$ cat config.mk
export PLATFORM = sky130hd
export DESIGN_NAME = bbox_zoom_fit_viewport_flat
export DESIGN_NICKNAME = d
export VERILOG_FILES = /design/src/rtl/bzf_pkg.sv /design/src/rtl/bzf_if.sv /design/src/rtl/bbox_zoom_fit_viewport.sv /design/src/rtl/bzf_div.sv /design/src/rtl/bzf_mul.sv /design/src/flat_wrapper.sv
export SDC_FILE = /design/constraint.sdc
export NUM_CORES = 2
export LEC_CHECK = 0
export ABC_AREA = 0
export BUFFER_PORTS_ARGS = -buffer_cell sky130_fd_sc_hd__buf_2
export CORE_MARGIN = 2
export CORE_UTILIZATION = 59
export CTS_CLUSTER_SIZE = 20
export DETAILED_ROUTE_END_ITERATION = 12
export GPL_ROUTABILITY_DRIVEN = 1
export HOLD_SLACK_MARGIN = 0.02
export MAX_ROUTING_LAYER = met4
export PLACE_DENSITY = 0.76
export SLEW_MARGIN = 15
export SYNTH_ARGS = -nofsm -noshare
export SYNTH_HDL_FRONTEND = slang
export SYNTH_HIERARCHICAL = 1
export SYNTH_SLANG_ARGS = --single-unit
$ cat constraint.sdc
create_clock -name clk_i -period 9.85 [get_ports clk_i]
set_input_delay 0.985 -clock clk_i [delete_from_list [all_inputs] [get_ports clk_i]]
set_output_delay 0.985 -clock clk_i [all_outputs]
set_load 0.02 [all_outputs]
$ cat src/rtl/bzf_pkg.sv
// Shared widths, request codes, register indexes and sequencer states.
package bzf_pkg;

  localparam int unsigned POS_W     = 32;
  localparam int unsigned SIZE_W    = 16;
  localparam int unsigned SSIZE_W   = 17;
  localparam int unsigned DIM_W     = 13;
  localparam int unsigned CFG_IDX_W = 2;
  localparam int unsigned REQ_W     = 2;

  localparam logic [DIM_W-1:0] RST_WIDTH  = 13'd800;
  localparam logic [DIM_W-1:0] RST_HEIGHT = 13'd600;

  localparam logic [CFG_IDX_W-1:0] CFG_WIDTH  = 2'd0;
  localparam logic [CFG_IDX_W-1:0] CFG_HEIGHT = 2'd1;

  localparam logic [REQ_W-1:0] REQ_INCLUDE = 2'd0;
  localparam logic [REQ_W-1:0] REQ_UPDATE  = 2'd1;
  localparam logic [REQ_W-1:0] REQ_MAP     = 2'd2;

  typedef enum logic [3:0] {
    ST_IDLE,
    ST_DIV_X_GO,
    ST_DIV_X_WAIT,
    ST_DIV_Y_GO,
    ST_DIV_Y_WAIT,
    ST_MUL_X,
    ST_MUL_Y,
    ST_MUL_S,
    ST_RESULT
  } state_e;

endpackage

$ cat src/rtl/bzf_if.sv
// Request and result channel interfaces of the viewport block.
interface bzf_req_if;
  import bzf_pkg::*;
  logic                    valid;
  logic                    ready;
  logic [REQ_W-1:0]        req_type;
  logic signed [POS_W-1:0] pos_x;
  logic signed [POS_W-1:0] pos_y;
  logic [SIZE_W-1:0]       obj_size;

  modport source (output valid, req_type, pos_x, pos_y, obj_size, input ready);
  modport sink   (input valid, req_type, pos_x, pos_y, obj_size, output ready);
endinterface

interface bzf_res_if;
  import bzf_pkg::*;
  logic                    valid;
  logic                    ready;
  logic signed [POS_W-1:0] screen_x;
  logic signed [POS_W-1:0] screen_y;
  logic [SSIZE_W-1:0]      screen_size;

  modport source (output valid, screen_x, screen_y, screen_size, input ready);
  modport sink   (input valid, screen_x, screen_y, screen_size, output ready);
endinterface

$ cat src/rtl/bbox_zoom_fit_viewport.sv
// Top level of the auto-zoom viewport: sequencer, state and result register.
//
// Include requests grow the bounding box in the cycle of their transfer and
// leave the block ready in the next cycle. A map request steps through
// ST_MUL_X, ST_MUL_Y and ST_MUL_S to ST_RESULT, which loads the result
// register once it is empty or its result is taken; then the block is ready.
// One registered multiplier runs three passes (x offset, y offset, object
// size); a shared add-and-saturate step follows the x and y passes and the
// size pass only adds one. An update request runs the bit-serial divider
// once per axis, x then y, one quotient bit a cycle; an axis whose ratio
// saturates at one skips its iterations. The block takes one request at a
// time; a finished result waits in its own register, so the next request
// can be taken while the result has not yet been moved.
module bbox_zoom_fit_viewport #(
  parameter int unsigned MARGIN          = 100,
  parameter int unsigned COORD_WIDTH     = 32,
  parameter int unsigned RATIO_FRAC_BITS = 16
) (
  input  logic                          clk_i,
  input  logic                          rst_ni,
  input  logic                          cfg_we_i,
  input  logic [bzf_pkg::CFG_IDX_W-1:0] cfg_idx_i,
  input  logic [bzf_pkg::DIM_W-1:0]     cfg_data_i,
  bzf_req_if.sink                       req_i,
  bzf_res_if.source                     res_o
);
  import bzf_pkg::*;

  localparam int unsigned RW  = RATIO_FRAC_BITS + 1;
  localparam int unsigned AW  = POS_W + 1;
  localparam int unsigned PW  = AW + RW + 1;
  localparam int unsigned AVW = DIM_W + 8;
  localparam int unsigned SPW = POS_W + 1;
  localparam int unsigned SW  = ((COORD_WIDTH > 36) ? COORD_WIDTH : 36) + 1;

  localparam logic [RW-1:0]          RATIO_ONE = {1'b1, {RATIO_FRAC_BITS{1'b0}}};
  localparam logic [DIM_W:0]         MARG_D    = (DIM_W + 1)'(MARGIN);
  localparam logic [DIM_W:0]         MARG2_D   = (DIM_W + 1)'(2 * MARGIN);
  localparam logic signed [SW-1:0]   SAT_HI    = SW'({(COORD_WIDTH - 1){1'b1}});
  localparam logic signed [SW-1:0]   SAT_LO    = ~SAT_HI;

  function automatic logic signed [POS_W-1:0] ctr_init(logic [DIM_W-1:0] size);
    logic [DIM_W:0] d;
    d = {1'b0, size} - MARG_D;
    return POS_W'(signed'({d, 7'd0}));
  endfunction

  function automatic logic signed [POS_W-1:0] box_init(logic [DIM_W-1:0] size);
    return POS_W'({size, 8'd0});
  endfunction

  function automatic logic [AVW-1:0] avail_of(logic [DIM_W-1:0] size);
    logic [DIM_W:0] d;
    d = {1'b0, size} - MARG2_D;
    return ({1'b0, size} >= MARG2_D) ? {d[DIM_W-1:0], 8'd0} : '0;
  endfunction

  // Screen center plus margin: (size - M)*128 + M*256.
  function automatic logic signed [SW-1:0] off_of(logic [DIM_W-1:0] size);
    logic [DIM_W:0] s;
    s = {1'b0, size} + MARG_D;
    return SW'({s, 7'd0});
  endfunction

  state_e state_q, state_d;

  logic [DIM_W-1:0]        width_q, height_q;
  logic [DIM_W-1:0]        w_new, h_new;
  logic signed [POS_W-1:0] box_min_x_q, box_min_y_q, box_max_x_q, box_max_y_q;
  logic signed [POS_W-1:0] center_x_q, center_y_q;
  logic [RW-1:0]           ratio_q, rx_q;

  logic signed [POS_W-1:0] px_q, py_q;
  logic [SIZE_W-1:0]       sz_q;
  logic signed [POS_W-1:0] resx_q, resy_q;

  logic                    out_valid_q;
  logic signed [POS_W-1:0] out_x_q, out_y_q;
  logic [SSIZE_W-1:0]      out_s_q;

  logic                    in_fire;
  logic                    cfg_hit;
  logic                    upd_done;
  logic                    out_load;
  logic [SPW-1:0]          span_x, span_y;
  logic signed [POS_W-1:0] ctr_x_new, ctr_y_new;

  logic                    div_start;
  logic                    div_done;
  logic [AVW-1:0]          div_dvd;
  logic [SPW-1:0]          div_dvs;
  logic [RW-1:0]           div_quot;

  logic                    mul_en;
  logic signed [AW-1:0]    mul_a;
  logic signed [PW-1:0]    prod;
  logic signed [PW-1:0]    prod_sh;
  logic signed [SW-1:0]    post_off;
  logic signed [SW-1:0]    post_sum;
  logic signed [SW-1:0]    post_sat;
  logic signed [POS_W-1:0] post_coord;
  logic [SSIZE_W-1:0]      size_new;

  assign req_i.ready = (state_q == ST_IDLE);
  assign in_fire     = req_i.valid && req_i.ready;
  assign cfg_hit     = cfg_we_i && ((cfg_idx_i == CFG_WIDTH) || (cfg_idx_i == CFG_HEIGHT));
  assign w_new       = (cfg_idx_i == CFG_WIDTH)  ? cfg_data_i : width_q;
  assign h_new       = (cfg_idx_i == CFG_HEIGHT) ? cfg_data_i : height_q;
  assign upd_done    = (state_q == ST_DIV_Y_WAIT) && div_done;
  assign out_load    = (state_q == ST_RESULT) && (!out_valid_q || res_o.ready);

  // Spans never go negative: max stays at or above min.
  assign span_x    = SPW'(box_max_x_q) - SPW'(box_min_x_q);
  assign span_y    = SPW'(box_max_y_q) - SPW'(box_min_y_q);
  assign ctr_x_new = POS_W'(SPW'(box_min_x_q) + SPW'(span_x[SPW-1:1]));
  assign ctr_y_new = POS_W'(SPW'(box_min_y_q) + SPW'(span_y[SPW-1:1]));

  assign div_start = (state_q == ST_DIV_X_GO) || (state_q == ST_DIV_Y_GO);
  assign div_dvd   = (state_q == ST_DIV_Y_GO) ? avail_of(height_q) : avail_of(width_q);
  assign div_dvs   = (state_q == ST_DIV_Y_GO) ? span_y : span_x;

  bzf_div #(
    .RATIO_FRAC_BITS (RATIO_FRAC_BITS),
    .DVD_W           (AVW),
    .DVS_W           (SPW)
  ) u_div (
    .clk_i   (clk_i),
    .rst_ni  (rst_ni),
    .start_i (div_start),
    .dvd_i   (div_dvd),
    .dvs_i   (div_dvs),
    .done_o  (div_done),
    .quot_o  (div_quot)
  );

  assign mul_en = (state_q == ST_MUL_X) || (state_q == ST_MUL_Y) || (state_q == ST_MUL_S);

  always_comb begin
    case (state_q)
      ST_MUL_Y: mul_a = AW'(py_q) - AW'(center_y_q);
      ST_MUL_S: mul_a = AW'(sz_q);
      default:  mul_a = AW'(px_q) - AW'(center_x_q);
    endcase
  end

  bzf_mul #(
    .A_W (AW),
    .B_W (RW)
  ) u_mul (
    .clk_i  (clk_i),
    .en_i   (mul_en),
    .a_i    (mul_a),
    .b_i    (ratio_q),
    .prod_o (prod)
  );

  // Floor the product, add the screen offset and saturate; the x pass finishes
  // while y multiplies, y while size multiplies.
  assign prod_sh    = prod >>> RATIO_FRAC_BITS;
  assign post_off   = (state_q == ST_MUL_S) ? off_of(height_q) : off_of(width_q);
  assign post_sum   = SW'(prod_sh) + post_off;
  assign post_sat   = (post_sum > SAT_HI) ? SAT_HI :
                      (post_sum < SAT_LO) ? SAT_LO : post_sum;
  assign post_coord = post_sat[POS_W-1:0];
  assign size_new   = SSIZE_W'(prod_sh[SIZE_W-1:0]) + SSIZE_W'(1);

  always_comb begin
    state_d = state_q;
    unique case (state_q)
      ST_IDLE: begin
        if (in_fire) begin
          case (req_i.req_type)
            REQ_UPDATE: state_d = ST_DIV_X_GO;
            REQ_MAP:    state_d = ST_MUL_X;
            default:    state_d = ST_IDLE;
          endcase
        end
      end
      ST_DIV_X_GO: state_d = ST_DIV_X_WAIT;
      ST_DIV_X_WAIT: begin
        if (div_done) state_d = ST_DIV_Y_GO;
      end
      ST_DIV_Y_GO: state_d = ST_DIV_Y_WAIT;
      ST_DIV_Y_WAIT: begin
        if (div_done) state_d = ST_IDLE;
      end
      ST_MUL_X: state_d = ST_MUL_Y;
      ST_MUL_Y: state_d = ST_MUL_S;
      ST_MUL_S: state_d = ST_RESULT;
      ST_RESULT: begin
        if (out_load) state_d = ST_IDLE;
      end
      default: state_d = ST_IDLE;
    endcase
  end

  always_ff @(posedge clk_i or negedge rst_ni) begin
    if (!rst_ni) begin
      state_q <= ST_IDLE;
    end else begin
      state_q <= state_d;
    end
  end

  always_ff @(posedge clk_i or negedge rst_ni) begin
    if (!rst_ni) begin
      width_q     <= RST_WIDTH;
      height_q    <= RST_HEIGHT;
      box_min_x_q <= '0;
      box_min_y_q <= '0;
      box_max_x_q <= box_init(RST_WIDTH);
      box_max_y_q <= box_init(RST_HEIGHT);
      center_x_q  <= ctr_init(RST_WIDTH);
      center_y_q  <= ctr_init(RST_HEIGHT);
      ratio_q     <= RATIO_ONE;
    end else if (cfg_hit) begin
      // A size write restarts the whole view from the new screen.
      width_q     <= w_new;
      height_q    <= h_new;
      box_min_x_q <= '0;
      box_min_y_q <= '0;
      box_max_x_q <= box_init(w_new);
      box_max_y_q <= box_init(h_new);
      center_x_q  <= ctr_init(w_new);
      center_y_q  <= ctr_init(h_new);
      ratio_q     <= RATIO_ONE;
    end else if (upd_done) begin
      ratio_q     <= (rx_q < div_quot) ? rx_q : div_quot;
      center_x_q  <= ctr_x_new;
      center_y_q  <= ctr_y_new;
      box_min_x_q <= ctr_x_new;
      box_max_x_q <= ctr_x_new;
      box_min_y_q <= ctr_y_new;
      box_max_y_q <= ctr_y_new;
    end else if (in_fire && (req_i.req_type == REQ_INCLUDE)) begin
      if (req_i.pos_x < box_min_x_q) box_min_x_q <= req_i.pos_x;
      if (req_i.pos_y < box_min_y_q) box_min_y_q <= req_i.pos_y;
      if (req_i.pos_x > box_max_x_q) box_max_x_q <= req_i.pos_x;
      if (req_i.pos_y > box_max_y_q) box_max_y_q <= req_i.pos_y;
    end
  end

  always_ff @(posedge clk_i) begin
    if (in_fire) begin
      px_q <= req_i.pos_x;
      py_q <= req_i.pos_y;
      sz_q <= req_i.obj_size;
    end
    if ((state_q == ST_DIV_X_WAIT) && div_done) begin
      rx_q <= div_quot;
    end
    if (state_q == ST_MUL_Y) begin
      resx_q <= post_coord;
    end
    if (state_q == ST_MUL_S) begin
      resy_q <= post_coord;
    end
    if (out_load) begin
      out_x_q <= resx_q;
      out_y_q <= resy_q;
      out_s_q <= size_new;
    end
  end

  always_ff @(posedge clk_i or negedge rst_ni) begin
    if (!rst_ni) begin
      out_valid_q <= 1'b0;
    end else if (out_load) begin
      out_valid_q <= 1'b1;
    end else if (res_o.ready) begin
      out_valid_q <= 1'b0;
    end
  end

  assign res_o.valid       = out_valid_q;
  assign res_o.screen_x    = out_x_q;
  assign res_o.screen_y    = out_y_q;
  assign res_o.screen_size = out_s_q;

endmodule

$ cat src/rtl/bzf_div.sv
// Bit-serial restoring divider for the saturated zoom ratio of one axis.
module bzf_div #(
  parameter int unsigned RATIO_FRAC_BITS = 16,
  parameter int unsigned DVD_W           = 21,
  parameter int unsigned DVS_W           = 33
) (
  input  logic                     clk_i,
  input  logic                     rst_ni,
  input  logic                     start_i,
  input  logic [DVD_W-1:0]         dvd_i,
  input  logic [DVS_W-1:0]         dvs_i,
  output logic                     done_o,
  output logic [RATIO_FRAC_BITS:0] quot_o
);
  localparam int unsigned CNT_W = $clog2(RATIO_FRAC_BITS + 1);
  localparam logic [RATIO_FRAC_BITS:0] RATIO_ONE = {1'b1, {RATIO_FRAC_BITS{1'b0}}};
  localparam logic [CNT_W-1:0] CNT_LOAD = CNT_W'(RATIO_FRAC_BITS);
  localparam logic [CNT_W-1:0] CNT_LAST = CNT_W'(1);

  logic                     busy_q;
  logic                     done_q;
  logic [CNT_W-1:0]         cnt_q;
  logic [DVS_W-1:0]         rem_q;
  logic [DVS_W-1:0]         dvs_q;
  logic [RATIO_FRAC_BITS:0] quot_q;
  logic [DVS_W:0]           rem2;
  logic [DVS_W:0]           trial;
  logic                     fit;
  logic                     sat;

  // Dividend at or above divisor means the quotient would reach one: saturate now.
  assign sat   = (DVS_W'(dvd_i) >= dvs_i);
  assign rem2  = {rem_q, 1'b0};
  assign trial = rem2 - {1'b0, dvs_q};
  assign fit   = (rem2 >= {1'b0, dvs_q});

  always_ff @(posedge clk_i or negedge rst_ni) begin
    if (!rst_ni) begin
      busy_q <= 1'b0;
      done_q <= 1'b0;
      cnt_q  <= '0;
    end else begin
      done_q <= 1'b0;
      if (start_i) begin
        if (sat) begin
          done_q <= 1'b1;
        end else begin
          busy_q <= 1'b1;
          cnt_q  <= CNT_LOAD;
        end
      end else if (busy_q) begin
        cnt_q <= cnt_q - CNT_LAST;
        if (cnt_q == CNT_LAST) begin
          busy_q <= 1'b0;
          done_q <= 1'b1;
        end
      end
    end
  end

  always_ff @(posedge clk_i) begin
    if (start_i) begin
      dvs_q  <= dvs_i;
      rem_q  <= DVS_W'(dvd_i);
      quot_q <= sat ? RATIO_ONE : '0;
    end else if (busy_q) begin
      rem_q  <= fit ? trial[DVS_W-1:0] : rem2[DVS_W-1:0];
      quot_q <= {quot_q[RATIO_FRAC_BITS-1:0], fit};
    end
  end

  assign done_o = done_q;
  assign quot_o = quot_q;

endmodule

$ cat src/rtl/bzf_mul.sv
// Registered signed-by-unsigned multiplier shared by the map passes.
module bzf_mul #(
  parameter int unsigned A_W = 33,
  parameter int unsigned B_W = 17
) (
  input  logic                      clk_i,
  input  logic                      en_i,
  input  logic signed [A_W-1:0]     a_i,
  input  logic [B_W-1:0]            b_i,
  output logic signed [A_W+B_W:0]   prod_o
);
  logic signed [B_W:0]     b_s;
  logic signed [A_W+B_W:0] prod_q;

  assign b_s = {1'b0, b_i};

  always_ff @(posedge clk_i) begin
    if (en_i) begin
      prod_q <= a_i * b_s;
    end
  end

  assign prod_o = prod_q;

endmodule

$ cat src/flat_wrapper.sv
// flat-port wrapper written by rule: the top's interface ports become plain ports
module bbox_zoom_fit_viewport_flat import bzf_pkg::*;
#(
  parameter int unsigned MARGIN          = 100,
  parameter int unsigned COORD_WIDTH     = 32,
  parameter int unsigned RATIO_FRAC_BITS = 16
)
  (clk_i, rst_ni, cfg_we_i, cfg_idx_i, cfg_data_i, req_i_valid, req_i_req_type, req_i_pos_x, req_i_pos_y, req_i_obj_size, req_i_ready, res_o_valid, res_o_screen_x, res_o_screen_y, res_o_screen_size, res_o_ready);
  bzf_req_if req_i_i ();
  bzf_res_if res_o_i ();
  input  logic clk_i;
  input  logic rst_ni;
  input  logic cfg_we_i;
  input  logic [bzf_pkg::CFG_IDX_W-1:0] cfg_idx_i;
  input  logic [bzf_pkg::DIM_W-1:0] cfg_data_i;
  input wire logic [$bits(req_i_i.valid)-1:0] req_i_valid;
  input wire logic [$bits(req_i_i.req_type)-1:0] req_i_req_type;
  input wire logic [$bits(req_i_i.pos_x)-1:0] req_i_pos_x;
  input wire logic [$bits(req_i_i.pos_y)-1:0] req_i_pos_y;
  input wire logic [$bits(req_i_i.obj_size)-1:0] req_i_obj_size;
  output wire logic [$bits(req_i_i.ready)-1:0] req_i_ready;
  output wire logic [$bits(res_o_i.valid)-1:0] res_o_valid;
  output wire logic [$bits(res_o_i.screen_x)-1:0] res_o_screen_x;
  output wire logic [$bits(res_o_i.screen_y)-1:0] res_o_screen_y;
  output wire logic [$bits(res_o_i.screen_size)-1:0] res_o_screen_size;
  input wire logic [$bits(res_o_i.ready)-1:0] res_o_ready;
  assign req_i_i.valid = req_i_valid;
  assign req_i_i.req_type = req_i_req_type;
  assign req_i_i.pos_x = req_i_pos_x;
  assign req_i_i.pos_y = req_i_pos_y;
  assign req_i_i.obj_size = req_i_obj_size;
  assign req_i_ready = req_i_i.ready;
  assign res_o_valid = res_o_i.valid;
  assign res_o_screen_x = res_o_i.screen_x;
  assign res_o_screen_y = res_o_i.screen_y;
  assign res_o_screen_size = res_o_i.screen_size;
  assign res_o_i.ready = res_o_ready;
  bbox_zoom_fit_viewport #(.MARGIN(MARGIN), .COORD_WIDTH(COORD_WIDTH), .RATIO_FRAC_BITS(RATIO_FRAC_BITS)) u_core (.clk_i(clk_i), .rst_ni(rst_ni), .cfg_we_i(cfg_we_i), .cfg_idx_i(cfg_idx_i), .cfg_data_i(cfg_data_i), .req_i(req_i_i), .res_o(res_o_i));
endmodule
==> flow_summary_export.csv <==
group,metric,value,unit
floorplan,die_w,324,µm
power_and_ir_drop,netSwitchingPower,12600,µW
power_and_ir_drop,seq_power_share,17.8,%
global_route,grt_max_degree,138,
worst_setup_path,endpoint_kind,"flop",
finish,largest_register_ffs,35,
run,drv_cap,0,
timing,tns,0,ns
timing,timing.final.ws_setup,0.256,ns
power_and_ir_drop,p_comb_share,71.2,%
cts,cts.path.max_buffers,3,
yosys,syn_avg_cell_area,9.37,µm²
power_and_ir_drop,power_leakage,0.0306,µW
worst_setup_path,crit_required,10.24,ns
finish,areaGrowthSynthToFinish,8.39,%
worst_setup_path,crit_path_max_fanout,11,
floorplan,die_y,324,µm
worst_setup_path,path_buf_inv,7,
detailed_routing,via_per_inst,6.06,
floorplan,rows,117,
yosys,netlist_instances,6429,
power_and_ir_drop,p_int,11900,µW
global_route,grt_pass1_vias,48700,
detailed_routing,drt_iter0_drc,4209,
detailed_routing,drcViolationCount,0,
timing,fin_hold_ws,0.401,ns
detailed_routing,wire_per_inst,23.0,µm
run_status,outcome,"completed",
cts,htreeDepth,3,
detailed_routing,dr_total_vias,48400,
timing,post-route-min-period,9.59,ns
power_and_ir_drop,ir_drop,0.000346,V
worst_setup_path,cp.depth,37,
timing,fmax,104,MHz
worst_setup_path,endpoint,"u_core/u_mul/prod_o[50]$_DFFE_PP_",
timing,report.final.slew_viol_count,0,
place,portBuffers,184,
worst_setup_path,startpoint,"u_core/py_q[0]$_DFFE_PP_",
global_route,grt_pass1_wl,281,mm
timing,tightest_slew,1.23,ns
worst_setup_path,slowest_stage,"or4b_4",
power_and_ir_drop,power_frac_clock,11.0,%
power_and_ir_drop,switching_share,51.4,%
timing,post-route-period-util,97.4,%
finish,drive_gt1_share,8.78,%
finish,fin_nets,7738,
cts,cts_made_buffers,71,
detailed_routing,totalWireLength,184,mm
floorplan,initial_core_util,59.4,%
worst_setup_path,r2r_cells,37,
timing,fin_skew,0.0293,ns
cts,clk_latency,0.66,ns
place,globalplace.congestion,1.05,
floorplan,ioPinCount,185,
global_route,grt_util_all_layers,36.5,%
global_route,grt_remaining_overflow,0,
cts,cts_hold_buffers,0,
worst_setup_path,path_delay_family,"adder cells",
detailed_routing,drtAntennaViolNets,0,
place,place_hpwl,144,mm
timing,final_hold_viol_count,0,
worst_setup_path,startpoint_type,"flop",
timing,slew_headroom,15.9,%
worst_setup_path,r2r_start,"u_core/py_q[0]$_DFFE_PP_",
cts,cts-resized-gates,0,
cts,cts-root-buf,"clkbuf_16",
worst_setup_path,setup.worst_path.class,"reg2reg",
detailed_routing,first_pass_iters,6,
worst_setup_path,cp_data_arrival_time,9.99,ns
place,place_area,62800,µm²
cts,cts_sinks,607,
yosys,yosysWarnings,6,
timing,setup_viol,0,
finish,post-route-cell-area,65300,µm²
power_and_ir_drop,power_density,376,nW/µm²
floorplan,coreArea,101000,µm²
worst_setup_path,r2r_slack,0.26,ns
yosys,syn-cell-area,60200,µm²
worst_hold_path,hold_class,"reg2reg",
worst_setup_path,crit_path_frequent_cell,"fa_1",
cts,post_cts_buffers,0,
place,place_ws,0.160,ns
worst_setup_path,critPathMaxStageDelay,0.58,ns
floorplan,die_area,105000,µm²
global_route,antenna_found_initial,9,
cts,cts_tree,"yes",
worst_setup_path,worstReg2RegEnd,"u_core/u_mul/prod_o[50]$_DFFE_PP_",
power_and_ir_drop,finalPower,24500,µW
cts,path_clk_slew,0.07,ns
## layout by cell type, fill, tap and decap left out, types with 61 or more instances in the layout
cell and n:
dfrtp_1 220, ha_1 532, buf_2 183, a21o_1 217, xnor2_1 175, clkbuf_16 71, nor2b_1 68, fa_1 543
nand3_1 83, a31oi_1 63, inv_1 970, o21ai_0 235, a21oi_1 349, nor3_1 62, nand4_1 61, edfxtp_1 348
nor2_1 288, mux2i_1 70, and2_1 225, xor2_1 113, buf_4 91, nand2_1 781
## worst reg2reg max path, delay by kind of cell, from the launching register on
| kind | cells | cell delay [ns] |
|---|---|---|
| AO/OA/AOI/OAI | 12 | 2.60 |
| XOR/XNOR | 1 | 0.09 |
| adder cells (fa/ha/maj) | 9 | 3.90 |
| buffers and inverters | 7 | 0.54 |
| flip-flops | 1 | 0.36 |
| multiplexers | 1 | 0.06 |
| AND/OR/NAND/NOR | 7 | 1.80 |
## layout make-up
class / count / area, µm²
Timing Repair Buffer: 278 / 1670
Fill cell: 8324 / 36200
Multi-Input combinational cell: 4630 / 39000
Antenna cell: 7 / 17.5
Inverter: 972 / 3650
Clock buffer: 86 / 1840
Sequential cell: 607 / 16900
Clock inverter: 45 / 490
Tap cell: 1368 / 1710
## routing by layer
metal  global-route usage (%)  wire length (µm)  vias to the layer above
met4                     23.3             13200                        0
met2                     56.8             84400                     2286
li1                         -                 -                    21900
met1                     44.5             71200                    23800
met3                     5.74             14800                      518
met5                        -                 0                        -
## per-stage QoR
stage / instances / utilization [%]
4_1_cts: 7986 / 64.2
3_3_place_gp: 7855 / 61.9
2_1_floorplan: 6444 / -
3_5_place_dp: 7855 / 61.9
6_report: 7993 / 64.4
5_1_grt: 7993 / 64.4
## worst min-delay path by stage
stage / startpoint / endpoint / cells past startpoint
4_1_cts: u_core/resy_q[10]$_DFFE_PN_ / u_core/res_o.screen_y[10]$_DFFE_PP_ / 0
3_5_place_dp: u_core/resx_q[19]$_DFFE_PP_ / u_core/res_o.screen_x[19]$_DFFE_PP_ / 0
3_3_place_gp: u_core/resx_q[11]$_DFFE_PP_ / u_core/res_o.screen_x[11]$_DFFE_PP_ / 0
2_1_floorplan: u_core/resx_q[0]$_DFFE_PP_ / u_core/res_o.screen_x[0]$_DFFE_PP_ / 0
5_1_grt: u_core/resx_q[28]$_DFFE_PP_ / u_core/res_o.screen_x[28]$_DFFE_PP_ / 0
6_report: u_core/resy_q[10]$_DFFE_PN_ / u_core/res_o.screen_y[10]$_DFFE_PP_ / 0
## power by group through the flow
stage	Clock, µW	Combinational [µW]	Sequential (µW)
finish	2690	17500	4380
global route	2820	19100	4440
CTS	2730	17100	4360
detailed placement	0	17000	4400
global placement	0	16600	4380
floorplan	0	12200	4190
Power figures use the tool's default switching activity.
